## config.mk

```make
export PLATFORM = sky130hd
export DESIGN_NAME = aljcpu_ctrl
export DESIGN_NICKNAME = d
export VERILOG_FILES = /design/src/design/aljcpu_pkg.sv /design/src/design/aljcpu_ctrl.sv
export SDC_FILE = /design/constraint.sdc
export NUM_CORES = 1
export LEC_CHECK = 0
export BUFFER_PORTS_ARGS = -buffer_cell sky130_fd_sc_hd__buf_2
export CORE_ASPECT_RATIO = 1.1
export CORE_MARGIN = 2
export CORE_UTILIZATION = 47
export CTS_CLUSTER_DIAMETER = 150
export CTS_CLUSTER_SIZE = 24
export DETAILED_ROUTE_END_ITERATION = 16
export PLACE_DENSITY = 0.75
export SYNTH_ARGS = -nofsm -noshare
export SYNTH_HDL_FRONTEND = slang
export SYNTH_SLANG_ARGS = --single-unit
```

## constraint.sdc

```tcl
create_clock -name clk_i -period 2.2 [get_ports clk_i]
set_clock_uncertainty 0.15 [all_clocks]
set_input_delay 0.44 -clock clk_i [delete_from_list [all_inputs] [get_ports clk_i]]
set_output_delay 0.44 -clock clk_i [all_outputs]
set_load 0.02 [all_outputs]
```

## src/design/aljcpu_pkg.sv

```systemverilog
// Types, constants and decode functions of the CPU step unit.
`default_nettype none

package aljcpu_pkg;

  localparam int unsigned MEM_DEPTH = 65536;
  localparam int unsigned MEM_AW    = $clog2(MEM_DEPTH);

  localparam logic [15:0] START_PC_RST = 16'hFFFC;
  localparam logic [7:0]  STACK_PAGE   = 8'h01;

  localparam logic [7:0] OP_LDA_IMM  = 8'hA9;
  localparam logic [7:0] OP_LDA_ZP   = 8'hA5;
  localparam logic [7:0] OP_LDA_ZPX  = 8'hB5;
  localparam logic [7:0] OP_LDA_ABS  = 8'hAD;
  localparam logic [7:0] OP_LDA_ABSX = 8'hBD;
  localparam logic [7:0] OP_LDA_ABSY = 8'hB9;
  localparam logic [7:0] OP_LDA_INDX = 8'hA1;
  localparam logic [7:0] OP_LDA_INDY = 8'hB1;
  localparam logic [7:0] OP_JSR      = 8'h20;

  localparam int unsigned IN_TDATA_W  = 24;
  localparam int unsigned OUT_TDATA_W = 48;

  typedef enum logic [1:0] {
    REQ_WRITE   = 2'd0,
    REQ_READ    = 2'd1,
    REQ_RESTART = 2'd2,
    REQ_EXEC    = 2'd3
  } req_type_e;

  typedef enum logic [1:0] {
    CFG_START_PC = 2'd0,
    CFG_START_SP = 2'd1,
    CFG_INDEX_X  = 2'd2,
    CFG_INDEX_Y  = 2'd3
  } cfg_index_e;

  typedef enum logic [3:0] {
    OPK_IMM,
    OPK_ZP,
    OPK_ZPX,
    OPK_ABS,
    OPK_ABSX,
    OPK_ABSY,
    OPK_INDX,
    OPK_INDY,
    OPK_JSR,
    OPK_ILL
  } op_kind_e;

  // Memory access issued by the datapath in a cycle.
  typedef enum logic [3:0] {
    MEM_NONE,
    MEM_CLEAR,
    MEM_REQ_WR,
    MEM_REQ_RD,
    MEM_FETCH,
    MEM_ZP,
    MEM_ZP_X,
    MEM_ZP_NEXT,
    MEM_ABS,
    MEM_ABS_X,
    MEM_ABS_Y,
    MEM_PUSH_HI,
    MEM_PUSH_LO
  } mem_op_e;

  typedef struct packed {
    logic     accept;
    logic     restart;
    logic     set_op;
    op_kind_e kind;
    logic     lo_load;
    logic     load_acc;
    logic     read_capture;
    logic     finish;
    mem_op_e  mem_op;
  } dp_cmd_t;

  typedef struct packed {
    logic [7:0] rdata;
    logic       clr_done;
    logic       out_free;
  } dp_status_t;

  // Input item, last field in the low bits.
  typedef struct packed {
    logic [7:0]  mem_wdata;
    logic [15:0] mem_addr;
  } in_item_t;

  // Result item, last field in the low bits.
  typedef struct packed {
    logic [1:0]  pad;
    logic        illegal_opcode;
    logic [2:0]  cycles_used;
    logic        negative_flag;
    logic        zero_flag;
    logic [7:0]  sp_out;
    logic [15:0] pc_out;
    logic [7:0]  acc_out;
    logic [7:0]  read_data;
  } out_item_t;

  function automatic op_kind_e op_kind_f(logic [7:0] op);
    op_kind_e k;
    case (op)
      OP_LDA_IMM:  k = OPK_IMM;
      OP_LDA_ZP:   k = OPK_ZP;
      OP_LDA_ZPX:  k = OPK_ZPX;
      OP_LDA_ABS:  k = OPK_ABS;
      OP_LDA_ABSX: k = OPK_ABSX;
      OP_LDA_ABSY: k = OPK_ABSY;
      OP_LDA_INDX: k = OPK_INDX;
      OP_LDA_INDY: k = OPK_INDY;
      OP_JSR:      k = OPK_JSR;
      default:     k = OPK_ILL;
    endcase
    return k;
  endfunction

  // Base cycle count; page-cross penalty is added separately.
  function automatic logic [2:0] op_cycles_f(op_kind_e kind);
    logic [2:0] c;
    case (kind)
      OPK_IMM:  c = 3'd2;
      OPK_ZP:   c = 3'd3;
      OPK_ZPX:  c = 3'd4;
      OPK_ABS:  c = 3'd4;
      OPK_ABSX: c = 3'd4;
      OPK_ABSY: c = 3'd4;
      OPK_INDX: c = 3'd6;
      OPK_INDY: c = 3'd5;
      OPK_JSR:  c = 3'd6;
      default:  c = 3'd1;
    endcase
    return c;
  endfunction

endpackage

`default_nettype wire

```

## src/design/aljcpu_ctrl.sv

```systemverilog
// Controller: sequences memory clearing, requests and instruction steps.
`default_nettype none

module aljcpu_ctrl (
  input  wire logic                   clk_i,
  input  wire logic                   rst_ni,
  input  wire logic                   s_tvalid_i,
  input  wire logic [1:0]             s_tuser_i,
  output logic                        s_tready_o,
  input  wire aljcpu_pkg::dp_status_t status_i,
  output aljcpu_pkg::dp_cmd_t         cmd_o
);
  import aljcpu_pkg::*;

  typedef enum logic [3:0] {
    ST_CLEAR,
    ST_IDLE,
    ST_WRITE,
    ST_RD_ISSUE,
    ST_RD_DATA,
    ST_RESTART,
    ST_FETCH,
    ST_DECODE,
    ST_BYTE1,
    ST_BYTE2,
    ST_PTR_LO,
    ST_PTR_HI,
    ST_PUSH_LO,
    ST_LOAD,
    ST_FINISH
  } state_e;

  state_e   state_q, state_d;
  op_kind_e kind_q, kind_d, dec_kind;
  logic     ready_q;

  assign dec_kind = op_kind_f(status_i.rdata);

  always_comb begin
    state_d = state_q;
    kind_d  = kind_q;
    cmd_o   = '{default: '0, kind: OPK_ILL, mem_op: MEM_NONE};
    case (state_q)
      ST_CLEAR: begin
        cmd_o.mem_op = MEM_CLEAR;
        if (status_i.clr_done) begin
          state_d = ST_IDLE;
        end
      end
      ST_IDLE: begin
        if (s_tvalid_i && ready_q) begin
          cmd_o.accept = 1'b1;
          case (req_type_e'(s_tuser_i))
            REQ_WRITE:   state_d = ST_WRITE;
            REQ_READ:    state_d = ST_RD_ISSUE;
            REQ_RESTART: state_d = ST_RESTART;
            REQ_EXEC:    state_d = ST_FETCH;
            default:     state_d = ST_FETCH;
          endcase
        end
      end
      ST_WRITE: begin
        cmd_o.mem_op = MEM_REQ_WR;
        state_d      = ST_FINISH;
      end
      ST_RD_ISSUE: begin
        cmd_o.mem_op = MEM_REQ_RD;
        state_d      = ST_RD_DATA;
      end
      ST_RD_DATA: begin
        cmd_o.read_capture = 1'b1;
        state_d            = ST_FINISH;
      end
      ST_RESTART: begin
        cmd_o.restart = 1'b1;
        state_d       = ST_FINISH;
      end
      ST_FETCH: begin
        cmd_o.mem_op = MEM_FETCH;
        state_d      = ST_DECODE;
      end
      ST_DECODE: begin
        cmd_o.set_op = 1'b1;
        cmd_o.kind   = dec_kind;
        kind_d       = dec_kind;
        if (dec_kind == OPK_ILL) begin
          state_d = ST_FINISH;
        end else begin
          cmd_o.mem_op = MEM_FETCH;
          state_d      = ST_BYTE1;
        end
      end
      ST_BYTE1: begin
        case (kind_q)
          OPK_IMM: begin
            cmd_o.load_acc = 1'b1;
            state_d        = ST_FINISH;
          end
          OPK_ZP: begin
            cmd_o.mem_op = MEM_ZP;
            state_d      = ST_LOAD;
          end
          OPK_ZPX: begin
            cmd_o.mem_op = MEM_ZP_X;
            state_d      = ST_LOAD;
          end
          OPK_INDX: begin
            cmd_o.mem_op = MEM_ZP_X;
            state_d      = ST_PTR_LO;
          end
          OPK_INDY: begin
            cmd_o.mem_op = MEM_ZP;
            state_d      = ST_PTR_LO;
          end
          OPK_ABS, OPK_ABSX, OPK_ABSY, OPK_JSR: begin
            cmd_o.lo_load = 1'b1;
            cmd_o.mem_op  = MEM_FETCH;
            state_d       = ST_BYTE2;
          end
          default: state_d = ST_FINISH;
        endcase
      end
      ST_BYTE2: begin
        case (kind_q)
          OPK_ABS: begin
            cmd_o.mem_op = MEM_ABS;
            state_d      = ST_LOAD;
          end
          OPK_ABSX: begin
            cmd_o.mem_op = MEM_ABS_X;
            state_d      = ST_LOAD;
          end
          OPK_ABSY: begin
            cmd_o.mem_op = MEM_ABS_Y;
            state_d      = ST_LOAD;
          end
          OPK_JSR: begin
            // high byte of the return address goes first
            cmd_o.mem_op = MEM_PUSH_HI;
            state_d      = ST_PUSH_LO;
          end
          default: state_d = ST_FINISH;
        endcase
      end
      ST_PTR_LO: begin
        cmd_o.mem_op  = MEM_ZP_NEXT;
        cmd_o.lo_load = 1'b1;
        state_d       = ST_PTR_HI;
      end
      ST_PTR_HI: begin
        cmd_o.mem_op = (kind_q == OPK_INDY) ? MEM_ABS_Y : MEM_ABS;
        state_d      = ST_LOAD;
      end
      ST_PUSH_LO: begin
        cmd_o.mem_op = MEM_PUSH_LO;
        state_d      = ST_FINISH;
      end
      ST_LOAD: begin
        cmd_o.load_acc = 1'b1;
        state_d        = ST_FINISH;
      end
      ST_FINISH: begin
        if (status_i.out_free) begin
          cmd_o.finish = 1'b1;
          state_d      = ST_IDLE;
        end
      end
      default: state_d = ST_IDLE;
    endcase
  end

  always_ff @(posedge clk_i or negedge rst_ni) begin
    if (!rst_ni) begin
      state_q <= ST_CLEAR;
      kind_q  <= OPK_ILL;
      ready_q <= 1'b0;
    end else begin
      state_q <= state_d;
      kind_q  <= kind_d;
      ready_q <= (state_d == ST_IDLE);
    end
  end

  assign s_tready_o = ready_q;

endmodule

`default_nettype wire

```

==> flow_metrics.py, run 1 <==
metrics = {
    "outcome": {
        "status": "finished with violations",
        "violations": "setup timing",
    },
    "floorplan": {
        "start_util": 0.504,
        "ios": 31,
        "core-area_um2": 2040,
        "die_h_um": 53.1,
        "die_w_um": 48.6,
        "core.rowCount": 17,
        "die-area_um2": 2580,
    },
    "synth": {
        "synth_ff_type": "dfrtp_1",
        "ys_async_sr_fraction": 1.00,
        "yosys_warnings": 0,
        "syn_area_per_cell_um2": 7.86,
        "ys_ff_latch": 9,
        "syn_area_um2": 1030,
        "synth.distinct_cells": 53,
        "synth-edff-count": 0,
        "ys_seq_area_frac": 0.221,
        "netlist_instances": 131,
        "syn_nets": 149,
    },
    "finish": {
        "syn_to_final_growth_pct": 54.4,
        "finalInstanceArea_um2": 1590,
        "nets": 203,
        "fin_cells": 212,
        "antenna_cells": 0,
        "drive_gt1_frac": 0.489,
        "layout_common_cells": "buf_4 (28), buf_2 (23), nor2_1 (12)",
        "layout_commonest_cell": "buf_4",
    },
    "placed_design": {
        "dpl_cell_area_um2": 1310,
        "io_buffers": 30,
        "place.gp.congestion": 0.849,
        "dp_slack_ns": -0.0557,
        "placed_cells": 196,
        "dpl.hpwl_mm": 2.00,
    },
    "worst_setup_path": {
        "cp.required_ns": 1.61,
        "r2r_cells": 7,
        "startpoint": "kind_q[0]",
        "r2r_slack_ns": 0.12,
        "r2r-end": "s_tready_o",
        "critPathCapture": "cmd_o[2]",
        "worstPathArrival_ns": 1.90,
        "start_kind": "flip-flop",
        "critPathKind": "reg -> out",
        "cp_max_fo": 10,
        "end_kind": "primary output",
        "worst_r2r_startpoint": "state_q[2]",
    },
    "sta": {
        "slew_violations": 0,
        "tightest_slew_ns": 0.429,
        "setup_ws_ns": -0.287,
        "fin_crit_ns": 2.49,
        "fin_crit_sh": 1.13,
        "grt_setup_unrepaired": "true",
        "hold_ws_ns": 0.385,
        "clock.fmax_mhz": 402,
        "relSlewSlack": 0.714,
        "hold_viol_final": 0,
        "setup_viol": 8,
    },
    "route": {
        "vias_per_cell": 5.76,
        "wl_mm": 3.12,
        "avgRoutedWirePerCell_um": 14.7,
        "drtAntennaViolNets": 0,
        "drcViolationCount": 0,
        "drtIter0Drc": 22,
        "num_vias": 1221,
        "dr.pass1.iters": 4,
    },
    "cts": {
        "clkLatencyLatePin_ns": 0.27,
        "clock_sinks": 9,
        "tritoncts": "built",
        "htreeDepth": 1,
        "clockBufferDepth": 2,
        "clkTransAtPathRegs_ns": 0.06,
        "cts_root_buffer": "clkbuf_4",
        "cts_made_buffers": 3,
    },
    "min_path": {
        "worstHoldPathType": "in -> async",
    },
    "global_routing": {
        "grt_pass1_vias": 1107,
        "grt_pass1_wl_mm": 4.69,
        "grt_max_degree": 19,
        "overflow": 0,
        "antenna_found_initial": 0,
        "track_usage": 0.242,
    },
    "flow_run": {
        "maxCapViolations": 0,
    },
    "pwr": {
        "power.leakage_nw": 0.702,
        "power_density_nw_per_um2": 1140,
        "max-vdd-ir-drop_uv": 987,
    },
}
==> report_power, final <==
part	total, mW	switching (mW)	leakage [nW]	internal [mW]
combinational	1.42	0.781	0.578	0.634
clock	0.130	0.0600	0.0150	0.0700
sequential	0.271	0.0407	0.108	0.230
==> per-layer routing <==
metal / part of all wire / track usage / routed length, µm
met3: 0.060 / 0.0169 / 187
met2: 0.52 / 0.468 / 1620
met1: 0.39 / 0.264 / 1220
met5: 0 / 0 / 0
met4: 0.029 / 0.133 / 90
==> cells by family after synthesis <==
kind of cell    Yosys count  synth area share
simple gates             57             0.314
flops                     9             0.221
buf+inv                  17            0.0741
fa+ha+maj                 3            0.0365
compound gates           39             0.301
mux                       1            0.0109
xor+xnor                  5            0.0425
==> critical path, cell delays in order, from the launching register on <==
cell      delay (ns)
dfstp_2         0.52
buf_4           0.18
nor2b_4         0.17
xnor2_1         0.12
o21bai_1        0.08
a31oi_1         0.27
o21ai_1         0.10
buf_4           0.16
==> sequential cells by signal (all words and copies together), names as in the netlist <==
name and flops:
state_q 4, kind_q 4, s_tready_o 1
==> cells in the mapped netlist, types with 2 or more instances <==
library cell,number,area share
a21boi_0,4,0.029
a21oi_1,2,0.0097
a31oi_1,2,0.012
a32oi_1,2,0.017
buf_2,4,0.019
clkbuf_1,4,0.015
dfrtp_1,7,0.17
dfstp_2,2,0.051
ha_1,3,0.036
inv_1,7,0.026
nand2_1,10,0.036
nand2b_1,5,0.030
nand3_1,4,0.019
nor2_1,19,0.069
nor3_1,2,0.0097
nor4_1,2,0.012
nor4b_1,2,0.017
o21a_1,2,0.015
o21ai_0,8,0.039
o22ai_1,2,0.012
o311ai_1,2,0.017
or3b_2,2,0.017
xnor2_1,3,0.026
xor2_1,2,0.017
==> final cells by class <==
| type | count | area (µm²) |
|---|---|---|
| Clock buffer | 4 | 26.3 |
| Fill cell | 138 | 452 |
| Inverter | 7 | 26.3 |
| Multi-Input combinational cell | 105 | 852 |
| Sequential cell | 9 | 228 |
| Tap cell | 28 | 35.0 |
| Timing Repair Buffer | 59 | 423 |
==> through the flow <==
stage / setup TNS, ns / utilization / power (mW)
floorplan: -0.0370 / - / 1.06
global placement: -0.105 / 0.643 / 1.32
detailed placement: -0.167 / 0.643 / 1.35
CTS: -1.07 / 0.716 / 1.61
global route: -1.71 / 0.779 / 1.94
finish: -1.07 / 0.779 / 1.82
==> worst min-delay path by stage <==
stage,from,slack (ns),cells after the start,end
finish,rst_ni,0.38,2,kind_q[1]
CTS,rst_ni,0.39,2,state_q[1]
floorplan,rst_ni,-0.006,0,kind_q[1]
global placement,rst_ni,0.15,1,state_q[2]
detailed placement,rst_ni,0.15,1,s_tready_o
global route,rst_ni,0.40,2,s_tready_o
==> what timing repair did <==
| action | in CTS | in global routing |
|---|---|---|
| endpoints found under the setup margin | 9 | 11 |
| buffers inserted | 3 | 7 |
| hold buffers | 1 | 0 |
| cloned | 1 | 0 |
| pin swaps | 8 | 6 |
| endpoints found under the hold margin | 7 | 0 |
| resized for setup | 23 | 11 |
No activity file was read; power rests on OpenSTA's default activity.
==> run 2, diff against run 1 <==
--- a/config.mk
+++ b/config.mk
@@ -8,11 +8,11 @@
 export BUFFER_PORTS_ARGS = -buffer_cell sky130_fd_sc_hd__buf_2
 export CORE_ASPECT_RATIO = 1.1
 export CORE_MARGIN = 2
-export CORE_UTILIZATION = 47
+export CORE_UTILIZATION = 51
 export CTS_CLUSTER_DIAMETER = 150
 export CTS_CLUSTER_SIZE = 24
 export DETAILED_ROUTE_END_ITERATION = 16
-export PLACE_DENSITY = 0.75
+export PLACE_DENSITY = 0.8
 export SYNTH_ARGS = -nofsm -noshare
 export SYNTH_HDL_FRONTEND = slang
 export SYNTH_SLANG_ARGS = --single-unit
==> flow_metrics.py, run 2 (same netlist as run 1, synthesis figures left out) <==
metrics = {
    "outcome": {
        "status": "finished with violations",
        "violations": "setup timing",
    },
    "worst_setup_path": {
        "start_kind": "flip-flop",
        "r2r-end": "s_tready_o",
        "r2r_cells": 7,
        "worstPathArrival_ns": 1.96,
        "r2r_slack_ns": 0.10,
        "worst_r2r_startpoint": "state_q[2]",
        "end_kind": "primary output",
        "cp.required_ns": 1.61,
        "critPathKind": "reg -> out",
        "cp_max_fo": 3,
    },
    "placed_design": {
        "dpl.hpwl_mm": 2.14,
        "place.gp.congestion": 0.819,
        "io_buffers": 30,
        "placed_cells": 197,
    },
    "global_routing": {
        "track_usage": 0.289,
        "grt_util_met2": 0.486,
        "grt_pass1_vias": 1161,
        "busiest_layer": "met2",
        "overflow": 0,
        "grt_max_degree": 19,
        "gr-usage-met3": 0.0141,
        "grt_util_met1": 0.369,
        "antenna_found_initial": 0,
        "grt_pass1_wl_mm": 4.98,
    },
    "finish": {
        "fill_cells": 134,
        "syn_to_final_growth_pct": 57.0,
        "antenna_cells": 0,
        "nets": 204,
        "post-route-util": 0.826,
        "multi_input_area_um2": 842,
        "drive_gt1_frac": 0.497,
        "layout_commonest_cell": "buf_4",
        "fin_cells": 213,
        "seqCellArea_um2": 228,
        "layout_common_cells": "buf_4 (28), buf_2 (19), nor2_1 (12)",
    },
    "cts": {
        "tritoncts": "built",
        "htreeDepth": 1,
        "clock_sinks": 9,
        "clkLatencyLatePin_ns": 0.26,
        "clockBufferDepth": 2,
        "cts_made_buffers": 3,
        "cts_root_buffer": "clkbuf_4",
        "clkTransAtPathRegs_ns": 0.05,
    },
    "flow_run": {
        "maxCapViolations": 0,
    },
    "sta": {
        "slew_violations": 0,
        "hold_viol_final": 0,
        "clock.fmax_mhz": 393,
        "setup_viol": 8,
        "setup_tns_ns": -1.17,
        "relSlewSlack": 0.669,
        "grt_setup_unrepaired": "true",
        "tightest_slew_ns": 0.496,
        "fin_crit_sh": 1.16,
        "setup_ws_ns": -0.346,
        "fin_crit_ns": 2.55,
    },
    "floorplan": {
        "die_h_um": 51.1,
        "die_w_um": 46.8,
        "ios": 31,
        "start_util": 0.526,
        "die-area_um2": 2390,
        "core-area_um2": 1960,
        "core.rowCount": 17,
    },
    "route": {
        "drtIter0Drc": 47,
        "drcViolationCount": 0,
        "num_vias": 1257,
        "drtAntennaViolNets": 0,
        "avgRoutedWirePerCell_um": 16.3,
        "dr.pass1.iters": 4,
        "vias_per_cell": 5.90,
        "wl_mm": 3.48,
    },
    "pwr": {
        "power.leakage_nw": 0.727,
        "power_density_nw_per_um2": 1130,
        "max-vdd-ir-drop_uv": 1250,
        "finalPower_mw": 1.82,
    },
    "min_path": {
        "worstHoldPathType": "in -> async",
    },
}
-- run 2: critical path, cell delays in order, from the launching register on --
cell      delay (ns)
dfstp_2         0.53
or4b_4          0.50
o311ai_4        0.12
nor2_2          0.08
o32a_1          0.18
o21ai_1         0.11
buf_4           0.17
-- run 2: final cells by class --
cell class,count,area share
inverters,7,0.0163
clock buffers,4,0.0163
repair buffers,60,0.284
multi-input cells,105,0.521
well taps,28,0.0217
flip-flops and latches,9,0.141
-- run 2: power breakdown --
part | total (mW) | switching [mW] | internal (mW) | leakage, nW
clock | 0.125 | 0.0552 | 0.0697 | 0.0150
sequential | 0.273 | 0.0427 | 0.231 | 0.108
combinational | 1.42 | 0.778 | 0.642 | 0.604
-- run 2: worst max-delay path by stage --
stage / from / to / slack, ns / depth (start not counted)
global route: kind_q[3] / cmd_o[2] / -0.38 / 6
global placement: kind_q[3] / cmd_o[2] / -0.04 / 6
floorplan: state_q[2] / cmd_o[13] / -0.02 / 3
detailed placement: status_i[2] / cmd_o[2] / -0.09 / 6
CTS: kind_q[3] / cmd_o[2] / -0.25 / 6
finish: kind_q[3] / cmd_o[2] / -0.35 / 6
-- run 2: per-stage QoR --
stage,hold slack (ns),area (µm²),worst slack [ns]
after global placement,0.146,1320,-0.0428
after global routing,0.469,1620,-0.381
final,0.477,1620,-0.346
after CTS,0.405,1500,-0.255
after floorplan,-0.00559,1050,-0.0185
after detailed placement,0.148,1320,-0.0905
-- run 2: layer usage --
metal  routed length, µm  part of all wire
met5                   0                 0
met4                 167             0.048
met3                 258             0.074
met1                1360              0.39
met2                1700              0.49
-- run 2: what timing repair did --
action                                  4_1_cts  5_1_grt
hold buffers                                  1        0
pin swaps                                    10        7
endpoints found under the setup margin       10       12
gates resized for setup                      27       21
endpoints found under the hold margin         7        0
setup buffers                                 7        4
==> run 3, diff against run 2 <==
--- a/config.mk
+++ b/config.mk
@@ -10,9 +10,9 @@
 export CORE_MARGIN = 2
 export CORE_UTILIZATION = 51
 export CTS_CLUSTER_DIAMETER = 150
-export CTS_CLUSTER_SIZE = 24
+export CTS_CLUSTER_SIZE = 14
 export DETAILED_ROUTE_END_ITERATION = 16
-export PLACE_DENSITY = 0.8
+export PLACE_DENSITY = 0.79
 export SYNTH_ARGS = -nofsm -noshare
 export SYNTH_HDL_FRONTEND = slang
 export SYNTH_SLANG_ARGS = --single-unit
==> flow_metrics.py, run 3 (same netlist as run 1, synthesis figures left out) <==
metrics = {
    "outcome": {
        "status": "finished with violations",
        "violations": "setup timing",
    },
    "finish": {
        "layout_common_cells": "buf_4 (30), buf_2 (17), buf_6 (14)",
        "drive_gt1_frac": 0.516,
        "multi_input_area_um2": 890,
        "nets": 207,
        "finalInstanceArea_um2": 1700,
        "fill_cells": 105,
        "seqCellArea_um2": 228,
        "layout_commonest_cell": "buf_4",
        "antenna_cells": 0,
        "syn_to_final_growth_pct": 65.4,
    },
    "worst_setup_path": {
        "startpoint": "kind_q[0]",
        "path_buf_inv": 2,
        "worstPathArrival_ns": 1.94,
        "start_kind": "flip-flop",
        "slowest_stage": "dfstp_2",
        "cp.required_ns": 1.61,
        "worst_r2r_startpoint": "kind_q[3]",
        "crit_family": "flip-flops",
        "cp_max_fo": 10,
        "critical_path_depth": 7,
        "slowest_delay_ns": 0.54,
        "crit_chain": "buf_4, nor2b_4, xnor2_1, o21bai_1, a31oi_1, o21ai_1, buf_4",
        "critPathKind": "reg -> out",
        "end_kind": "primary output",
        "r2r-end": "s_tready_o",
        "critPathCapture": "cmd_o[2]",
        "cpMostUsedCell": "buf_4",
        "r2r_slack_ns": 0.06,
        "r2r_cells": 5,
    },
    "placed_design": {
        "place.gp.congestion": 0.852,
        "dpl.hpwl_mm": 2.13,
        "io_buffers": 30,
        "dpl_cell_area_um2": 1320,
    },
    "route": {
        "wl_met3_um": 266,
        "wl_met1_mm": 1.38,
        "wl_mm": 3.96,
        "drcViolationCount": 0,
        "vias_per_cell": 6.22,
        "dr.pass1.iters": 5,
        "drtAntennaViolNets": 0,
        "num_vias": 1344,
        "wl_met2_mm": 2.05,
        "avgRoutedWirePerCell_um": 18.3,
        "route.top_layer_used": "met4",
        "drtIter0Drc": 60,
    },
    "floorplan": {
        "core.rowCount": 17,
        "die-area_um2": 2390,
        "start_util": 0.526,
        "ios": 31,
        "core-area_um2": 1960,
        "die_h_um": 51.1,
        "die_w_um": 46.8,
    },
    "sta": {
        "hold_viol_final": 0,
        "grt_setup_unrepaired": "true",
        "tightest_slew_ns": 0.411,
        "fin_crit_ns": 2.53,
        "slew_violations": 0,
        "relSlewSlack": 0.722,
        "setup_tns_ns": -2.02,
        "setup_viol": 12,
        "fin_crit_sh": 1.15,
        "clock.fmax_mhz": 395,
        "setup_ws_ns": -0.329,
    },
    "global_routing": {
        "grt_pass1_vias": 1208,
        "overflow": 0,
        "grt_max_degree": 17,
        "track_usage": 0.302,
        "grt_pass1_wl_mm": 5.24,
        "antenna_found_initial": 0,
    },
    "pwr": {
        "finalPower_mw": 1.96,
        "power_density_nw_per_um2": 1150,
        "power.leakage_nw": 0.752,
        "max-vdd-ir-drop_uv": 1010,
    },
    "flow_run": {
        "maxCapViolations": 0,
    },
    "cts": {
        "clkLatencyLatePin_ns": 0.28,
        "clkTransAtPathRegs_ns": 0.06,
        "htreeDepth": 1,
        "clock_sinks": 9,
        "cts_root_buffer": "clkbuf_4",
        "clockBufferDepth": 2,
        "tritoncts": "built",
        "cts_made_buffers": 3,
    },
    "min_path": {
        "worstHoldPathType": "in -> async",
    },
}
==> run 3: cell types whose count changed in the layout (fill, tap and decap cells not counted), moves of 2 or more <==
cell / before / now
buf_6: 11 / 14
nor4b_2: 0 / 2
nor4b_1: 2 / 0
nor2_2: 4 / 2
buf_4: 28 / 30
buf_2: 19 / 17
nor2_4: 4 / 6
==> run 3: how the worst min path moves through the flow <==
| stage | from | to | slack, ns |
|---|---|---|---|
| after global routing | rst_ni | kind_q[2] | 0.44 |
| after floorplan | rst_ni | kind_q[1] | -0.006 |
| after CTS | rst_ni | state_q[0] | 0.41 |
| after global placement | rst_ni | kind_q[1] | 0.15 |
| after detailed placement | rst_ni | kind_q[1] | 0.15 |
| final | rst_ni | kind_q[1] | 0.39 |
==> run 3: final cells by class <==
type,count,area share
multi-input combinational,105,0.522
tap,28,0.0206
timing repair buffer,63,0.292
clock buffer,4,0.0154
sequential,9,0.134
inverter,7,0.0154
==> run 3: timing repair <==
action                                  CTS  global route
hold endpoints to repair                  7             0
endpoints found under the setup margin   10            15
resized for setup                        30            27
hold buffers                              1             0
buffers inserted                          8             6
pin swaps                                10             8
==> run 3: power breakdown <==
group          total [mW]  leakage (nW)  switching (mW)  internal, mW
logic                1.56         0.629           0.863         0.693
registers           0.276         0.108          0.0449         0.231
clock network       0.132        0.0150          0.0616        0.0701
total                1.96         0.752           0.970         0.994
==> run 3: worst register-to-register path, cell delays in order (launching register included) <==
cell and delay [ns]:
dfstp_2 0.55, or4b_4 0.49, buf_4 0.16, o2111ai_1 0.12, a21boi_0 0.35, and4_1 0.25
==> run 3: per-stage QoR <==
step / cells / utilization / setup slack (ns) / hold slack [ns]
finish: 216 / 0.870 / -0.329 / 0.391
global route: 216 / 0.870 / -0.367 / 0.440
CTS: 210 / 0.781 / -0.278 / 0.409
detailed placement: 197 / 0.675 / -0.106 / 0.148
global placement: 197 / 0.675 / -0.0503 / 0.146
floorplan: 131 / - / -0.0185 / -0.00559
==> run 3: metal layers <==
layer,up-vias,track usage
li1,598,-
met4,0,0.134
met1,629,0.363
met3,34,0.0212
met5,-,0
met2,83,0.525
